<file path="config.mk">
export PLATFORM = sky130hd
export DESIGN_NAME = rqnt_scaler
export DESIGN_NICKNAME = d
export VERILOG_FILES = /design/src/rtl/per_channel_requantize_int8_assert.svh /design/src/rtl/rqnt_pkg.sv /design/src/rtl/rqnt_scaler.sv
export SDC_FILE = /design/constraint.sdc
export NUM_CORES = 2
export LEC_CHECK = 0
export BUFFER_PORTS_ARGS = -buffer_cell sky130_fd_sc_hd__buf_2
export CELL_PAD_IN_SITES_DETAIL_PLACEMENT = 1
export CELL_PAD_IN_SITES_GLOBAL_PLACEMENT = 2
export CORE_ASPECT_RATIO = 1.25
export CORE_MARGIN = 3
export CORE_UTILIZATION = 46
export CTS_CLUSTER_SIZE = 25
export DETAILED_ROUTE_END_ITERATION = 12
export PLACE_DENSITY = 0.87
export SYNTH_ARGS = -nofsm -noshare
export SYNTH_HDL_FRONTEND = slang
export SYNTH_SLANG_ARGS = --single-unit
export TNS_END_PERCENT = 50
</file>
<file path="constraint.sdc">
create_clock -name clk -period 9.04 [get_ports clk]
set_input_delay 0.452 -clock clk [delete_from_list [all_inputs] [get_ports clk]]
set_output_delay 0.452 -clock clk [all_outputs]
set_load 0.01 [all_outputs]
</file>
<file path="src/rtl/per_channel_requantize_int8_assert.svh">
// ----------------------------------------------------------------------------
// Assertion macros for per_channel_requantize_int8
// Concurrent checks, compiled out when SYNTHESIS is defined.
// ----------------------------------------------------------------------------
`ifndef PER_CHANNEL_REQUANTIZE_INT8_ASSERT_SVH
`define PER_CHANNEL_REQUANTIZE_INT8_ASSERT_SVH

`ifndef SYNTHESIS

// Same-cycle implication.
`define RQNT_ASSERT_NOW(label, clk, rst_n, ante, cons) \
    label: assert property (@(posedge clk) disable iff (!rst_n) (ante) |-> (cons)) \
        else $error("requantizer check failed");

// Next-cycle implication.
`define RQNT_ASSERT_NEXT(label, clk, rst_n, ante, cons) \
    label: assert property (@(posedge clk) disable iff (!rst_n) (ante) |=> (cons)) \
        else $error("requantizer check failed");

`else

`define RQNT_ASSERT_NOW(label, clk, rst_n, ante, cons)
`define RQNT_ASSERT_NEXT(label, clk, rst_n, ante, cons)

`endif

`endif

</file>
<file path="src/rtl/rqnt_pkg.sv">
// ----------------------------------------------------------------------------
// rqnt_pkg
// Shared constants and types of the per-channel int8 requantizer.
// ----------------------------------------------------------------------------
package rqnt_pkg;

    localparam int MAX_CHANNELS       = 256;
    localparam int MAX_PLANE_ELEMENTS = 65536;

    localparam int TBL_AW = (MAX_CHANNELS > 1) ? $clog2(MAX_CHANNELS) : 1;
    localparam int POS_W  = (MAX_PLANE_ELEMENTS > 1) ? $clog2(MAX_PLANE_ELEMENTS) : 1;
    localparam int CH_CAP = (MAX_CHANNELS < 256) ? MAX_CHANNELS : 256;

    localparam int QMIN = -128;
    localparam int QMAX = 127;

    // Request kind, carried on s_tuser.
    localparam logic FUNC_LOAD = 1'b0;
    localparam logic FUNC_DATA = 1'b1;

    typedef enum logic [7:0] {
        CFG_OUT_OFFSET     = 8'd0,
        CFG_RELU_ENABLE    = 8'd1,
        CFG_ELEMS_PER_CHAN = 8'd2,
        CFG_CHANNEL_COUNT  = 8'd3
    } cfg_index_t;

    typedef struct packed {
        logic [4:0]  shift;
        logic [30:0] mult;
    } scale_t;

    // Sideband that rides along with an accumulator through the pipeline.
    typedef struct packed {
        logic [7:0] channel;
        logic       last_ch;
        logic       last_t;
    } tag_t;

    typedef struct packed {
        logic signed [7:0] out_offset;
        logic              relu;
    } post_cfg_t;

endpackage

</file>
<file path="src/rtl/rqnt_scaler.sv">
// ----------------------------------------------------------------------------
// rqnt_scaler
// Multiply, round-half-even shift, relu, zero point and int8 saturation.
// Three register stages, all advanced by one enable.
// ----------------------------------------------------------------------------
module rqnt_scaler (
    input  logic               clk,
    input  logic               rst_n,
    input  logic               en,
    input  logic               in_valid,
    input  logic               in_neg,
    input  logic [31:0]        in_mag,
    input  rqnt_pkg::scale_t   in_scale,
    input  rqnt_pkg::tag_t     in_tag,
    input  rqnt_pkg::post_cfg_t post_cfg,
    output logic               out_valid,
    output logic signed [7:0]  out_value,
    output rqnt_pkg::tag_t     out_tag
);

    // stage 2: product
    logic             v2_reg;
    logic             neg2_reg;
    logic [62:0]      prod2_reg;
    logic [4:0]       shf2_reg;
    rqnt_pkg::tag_t   tag2_reg;

    // stage 3: rounded magnitude
    logic             v3_reg;
    logic             neg3_reg;
    logic [31:0]      q3_reg;
    rqnt_pkg::tag_t   tag3_reg;

    // stage 4: output register
    logic             v4_reg;
    logic signed [7:0] val4_reg;
    rqnt_pkg::tag_t   tag4_reg;

    logic [62:0]      prod2_next;
    logic [5:0]       s3;
    logic [62:0]      shifted3;
    logic [62:0]      low_mask3;
    logic             guard3;
    logic             sticky3;
    logic [31:0]      q3_next;
    logic signed [33:0] sv4;
    logic signed [33:0] sum4;
    logic signed [7:0]  val4_next;

    assign prod2_next = {31'b0, in_mag} * {32'b0, in_scale.mult};

    // shift by 31 + shift, round half to even
    always_comb
    begin
        s3        = 6'd31 + {1'b0, shf2_reg};
        shifted3  = prod2_reg >> s3;
        low_mask3 = (63'd1 << 6'(s3 - 6'd1)) - 63'd1;
        guard3    = prod2_reg[6'(s3 - 6'd1)];
        sticky3   = |(prod2_reg & low_mask3);
        q3_next   = shifted3[31:0] + {31'b0, guard3 & (sticky3 | shifted3[0])};
    end

    always_comb
    begin
        sv4 = neg3_reg ? -$signed({2'b00, q3_reg}) : $signed({2'b00, q3_reg});
        if (post_cfg.relu && sv4 < 0)
        begin
            sv4 = '0;
        end
        sum4 = sv4 + {{26{post_cfg.out_offset[7]}}, post_cfg.out_offset};
        if (sum4 < 34'(rqnt_pkg::QMIN))
        begin
            val4_next = 8'(rqnt_pkg::QMIN);
        end
        else if (sum4 > 34'(rqnt_pkg::QMAX))
        begin
            val4_next = 8'(rqnt_pkg::QMAX);
        end
        else
        begin
            val4_next = sum4[7:0];
        end
    end

    always_ff @(posedge clk or negedge rst_n)
    begin
        if (!rst_n)
        begin
            v2_reg <= 1'b0;
            v3_reg <= 1'b0;
            v4_reg <= 1'b0;
        end
        else if (en)
        begin
            v2_reg <= in_valid;
            v3_reg <= v2_reg;
            v4_reg <= v3_reg;
        end
    end

    always_ff @(posedge clk)
    begin
        if (en)
        begin
            neg2_reg  <= in_neg;
            prod2_reg <= prod2_next;
            shf2_reg  <= in_scale.shift;
            tag2_reg  <= in_tag;
            neg3_reg  <= neg2_reg;
            q3_reg    <= q3_next;
            tag3_reg  <= tag2_reg;
            val4_reg  <= val4_next;
            tag4_reg  <= tag3_reg;
        end
    end

    assign out_valid = v4_reg;
    assign out_value = val4_reg;
    assign out_tag   = tag4_reg;

endmodule

</file>
# Word level (Yosys, flattened, before mapping)
# Cells that the tools add are included.
[word_totals]
ff_bits = 143
inputBits = 92
out_inout_bits = 19
[classes]
n_addsub = 6
n_mul = 1
n_lt_le_gt_ge = 4
shifts = 2
n_mux = 5
bitwise = 3
n_reduce_logical = 2
[ops]
columns = ["cell", "count"]
rows = [
  ["2-to-1 mux 34 bit", 2],
  ["AND 63 bit", 1],
  ["multiplier 32 x 31 -> 63 bit", 1],
  ["OR reduction 63 bit", 1],
  ["<< shifter 1 x 6 -> 63 bit (first input constant)", 1],
  [">> shifter 63 x 6 -> 32 bit", 1],
  ["subtractor 63 x 1 -> 63 bit (second input constant)", 1],
  ["adder 34 bit", 1],
  ["greater-than comparator 34 x 8 -> 1 bit (second input constant)", 1],
  ["less-than comparator 34 x 1 -> 1 bit (second input constant)", 1],
  ["less-than comparator 34 x 8 -> 1 bit (second input constant)", 1],
  ["negation 32 -> 34 bit", 1],
  ["adder 32 x 1 -> 32 bit", 1],
  ["2-to-1 mux 8 bit", 1],
  ["less-than comparator 6 x 7 -> 1 bit (second input constant)", 1],
  ["adder 5 x 5 -> 6 bit (first input constant)", 1],
  ["binary-select mux 1 bit (select 6 bit)", 1],
  ["subtractor 6 x 1 -> 6 bit (second input constant)", 1],
  ["AND 1 bit", 1],
  ["logical AND 1 bit", 1],
  ["2-to-1 mux 1 bit", 1],
  ["bitwise OR 1 bit", 1],
]

# Depth between registers and ports, before layout
[logic_depth]
word_depth = 9
ltp_mapped = 29
depth_no_buf = 27

# Least setup slack after synthesis
# No wires, ideal clock.
[synth_timing]
path_type = "input to register"
from = "input in_mag[24]"
to = "register prod2_reg[61] (data pin)"
setup_time_ns = 0.258
t_arrival_ns = 7.499
required_ns = 8.782
path_slack_ns = 1.283
cell_stages = 22
n_path_buf = 1
cell_sequence = "clkbuf_1 nand2_1 fa_1 fa_1 fa_1 fa_1 inv_1 fa_1 fa_1 fa_1 fa_1 ha_1 and3_1 nand2_1 nor4_1 a211oi_1 or4_1 a31oi_1 a221oi_1 o21ai_0 a21oi_1 xnor2_1"
[synth_between]
elab_chain_len = 1
[synth_rtl]
columns = ["item", "line_no", "text"]
rows = [
  ["from (decl)", "rqnt_scaler.sv:12", "input logic [31:0] in_mag,"],
  ["multiplier 32 x 31 -> 63 bit", "rqnt_scaler.sv:50", "assign prod2_next = {31'b0, in_mag} * {32'b0, in_scale.mult};"],
  ["via prod2_next[61]", "rqnt_scaler.sv:39", "logic [62:0] prod2_next;"],
  ["to (signal assigned)", "rqnt_scaler.sv:106", "prod2_reg <= prod2_next;"],
  ["to (decl)", "rqnt_scaler.sv:24", "logic [62:0] prod2_reg;"],
]
# The timed path passes the listed nets, and every way through them passes these cells.
# A chain may end at the register's enable or synchronous reset.

# Worst setup path after layout
[layout_timing]
from = "input in_scale[7] (netlist bit)"
to = "register prod2_reg[59] (data pin)"
[layout_between]
elab_chain_len = 1
[layout_rtl]
columns = ["item", "line_no", "text"]
rows = [
  ["from (decl)", "rqnt_scaler.sv:13", "input rqnt_pkg::scale_t in_scale,"],
  ["multiplier 32 x 31 -> 63 bit", "rqnt_scaler.sv:50", ""],
  ["via prod2_next[59]", "rqnt_scaler.sv:39", ""],
]
# The timed path passes the listed nets, and every way through them passes these cells.

==> impl_results.md <==
- Status: complete, no violations
- Critical Path End: prod2_reg[59]
- Syn_area_per_cell: 9.39 sq um
- Largest family of logic cells by synthesized area: adder cells
- Max reg flops: 63
- # DRC: 0
- Clock Tree Buf Depth: 2
- Post-DP HPWL: between 100 and 150 mm
- Slew HR: a little over two fifths
- Most frequent cells in the layout: fa_1, inv_1, nand2_1, and2_1, ha_1
- Clock insertion delay at the later pin of the skew report: 450 ps
- DR WL/cell: 22.9 microns
- Min Tclk post-route: 8270 ps
- Worst-path clk slew: around 70 ps
- Num CTS Buffers: 17
- Critical Path Sink Type: register
- Synthesized area: 0.0433 sq mm
- DRT Wirelength: 133 mm
- Area contributors post-synth: fa_1, edfxtp_1, ha_1
- Ratio of final minimum period to clock period: 91.5%
- Core Rows: roughly 130
- FF-to-FF End: out_value[3]
- Number of global-route vias before repair: between 30000 and 40000
- Fin. max-slew vios: 0
- Arr. time, crit path: about 8500 ps
- Routing usage on met2: approximately half
- DR vias: approximately 32000
- DIE AREA: 0.0979 sq mm
- Post-CTS Setup Repair Bufs: 0
- Final Hold Fails: 0
- Slew at the pin closest to its max-slew limit: around 860 ps
- EDFF count, synth: between 100 and 150
- CTS tree: yes
- Crit Path Max Fanout: 32
- Synth Area in Compound Gates: approximately 6.8%
- Boundary pin count: between 100 and 150
- Final GP Congestion: about 0.9
- Simple-Gate Fraction of Synth Area: 17.4%
- Initial Utilization: 46.5%
- Core ar.: 0.0932 sq mm
- RSZ-0062 raised after global routing: false
- Synthesized netlist cell count: 4612
- Clock Skew: about 13 ps
- GRT overflow: 0
- Synth Area in Adders: 48.5%
- Mux contribution to synthesized area: roughly 4.2%
- Overall Global Routing Usage: ~28%
- Hold WC Path Type: in2reg
- I/O Buffers: 110
- FMAX: between 0.1 and 0.15 GHz
- Met3 Use GR: between 3 and 4%
- Vias per cell: roughly 5.6
- ANT nets after route: 0
- Post-synth top area share: ~40%
- Initial antenna violation count: 10
- XOR/XNOR Fraction of Synth Area: 3.22%
- CTS Root Cell: clkbuf_16
- Largest net degree at the start of global routing: about 80
- Final nets: about 5800
- Yosys top cell by area: fa_1
- # H-tree levels: 4
- Fillers: 10800
- Asr flop ratio synth: roughly 2.1%
- Most common cell after layout, fill and taps aside: fa_1
- Final Setup Violations: 0
- Final TNS setup: 0 ps
- CP Class: in2reg
- CP required: 9280 ps
- CTS sink cnt: ~140
- R2r startpoint: q3_reg[3]
- Sequential element share of the synthesized area: about a tenth
- Top_reg_cell synth: edfxtp_1
- Worst setup startpoint: in_scale[7]
- Register area: about 0.0043 sq mm
- Synth Warn #: 0
- Count of different cell masters after synthesis: 96
- P&R area growth vs syn: 4.91%
- Met1 Use GR: 34.2%
- Reg2Reg Setup Slack: 2130 ps
- Gr busiest metal: met2
- First-pass GRT wire length: between 200 and 250 mm
- Post-synthesis register bit count: roughly 140
- Area of the multi-input gates: roughly 0.035 sq mm
- Die Ht: 349 microns
- Layout cells sized above 1: under 10%
- DRT Pass-1 Iters: 7
- Die W: roughly 280 microns
- DRT iter0 DRCs: 1823
- Cells on worst reg2reg path: 21
- # Max-Cap Violations: 0
- Startpoint types: input pin
## cell type report
type                       count  area share [%]
tap                         1206            3.32
inverter                     838            6.92
timing repair buffer         192            2.61
multi-input combinational   3371            76.4
antenna                        5          0.0275
sequential                   143            9.42
clock inverter                15           0.333
clock buffer                  17           0.936
## cells in the mapped netlist, drive strengths merged (14+ instances only)
master and n:
a211oi 18, o21bai 14, ha 293, buf 30, and2 542, o21ai 81
clkbuf 231, a21oi 139, inv 835, a31oi 18, nand2b 20, xnor2 94
nor3 41, nand4 20, nand3 34, o31ai 15, fa 867, edfxtp 140
xor2 65, a21o 49, nor2 149, nor4 21, mux2 18, nand2 602
mux2i 22, mux4 59
## worst max-delay path: stages
cell	delay, ps
buf_2	570
and2_1	270
fa_1	430
fa_1	560
inv_1	70
fa_1	450
fa_1	550
inv_1	50
fa_1	540
fa_1	430
fa_1	530
inv_1	60
fa_1	500
inv_1	50
ha_1	370
a21o_1	210
a21o_1	170
a21o_1	200
a211oi_1	470
or4_1	240
a31oi_1	140
a221oi_1	540
o21ai_0	180
buf_4	180
o311ai_0	300
## kinds of logic after synthesis
group | count (synthesis)
compound gates | 453
simple gates | 1498
mux | 99
other cells | 1
fa+ha+maj | 1160
buf+inv | 1099
xor+xnor | 159
flops | 143
## per-layer routing
metal / vias up / share of wire [%] / wire length [microns]
met4: 2 / 3.7 / 4930
met1: 17000 / 40 / 53100
li1: 14300 / - / -
met2: 765 / 52 / 69100
met3: 215 / 4.2 / 5620
met5: - / 0.0083 / 11
## worst min-delay path by stage
stage            startpoint     endpoint  cells past startpoint
2_1_floorplan         rst_n    out_valid                      0
3_3_place_gp          rst_n    out_valid                      1
3_5_place_dp          rst_n       v2_reg                      1
4_1_cts        in_scale[35]  shf2_reg[4]                      1
5_1_grt           in_tag[6]  tag2_reg[6]                      1
6_report       in_scale[35]  shf2_reg[4]                      1
## per-stage QoR
stage	instance area [sq um]	hold slack, ps	setup slack [ps]	util, %	instances
floorplan	43300	156	1280	-	4613
detailed placement	44800	255	321	48.1	5749
global placement	44800	250	478	48.1	5749
CTS	45400	153	801	48.7	5782
finish	45400	178	772	48.7	5787
global route	45400	158	172	48.7	5785
## repair_timing
item,4_1_cts,5_1_grt
gates resized for setup,0,0
hold endpoints to repair,3,0
hold buffers,1,0
Power is not shown: default switching activity piles up to over one toggle a cycle in this logic, so the estimate is an artifact.
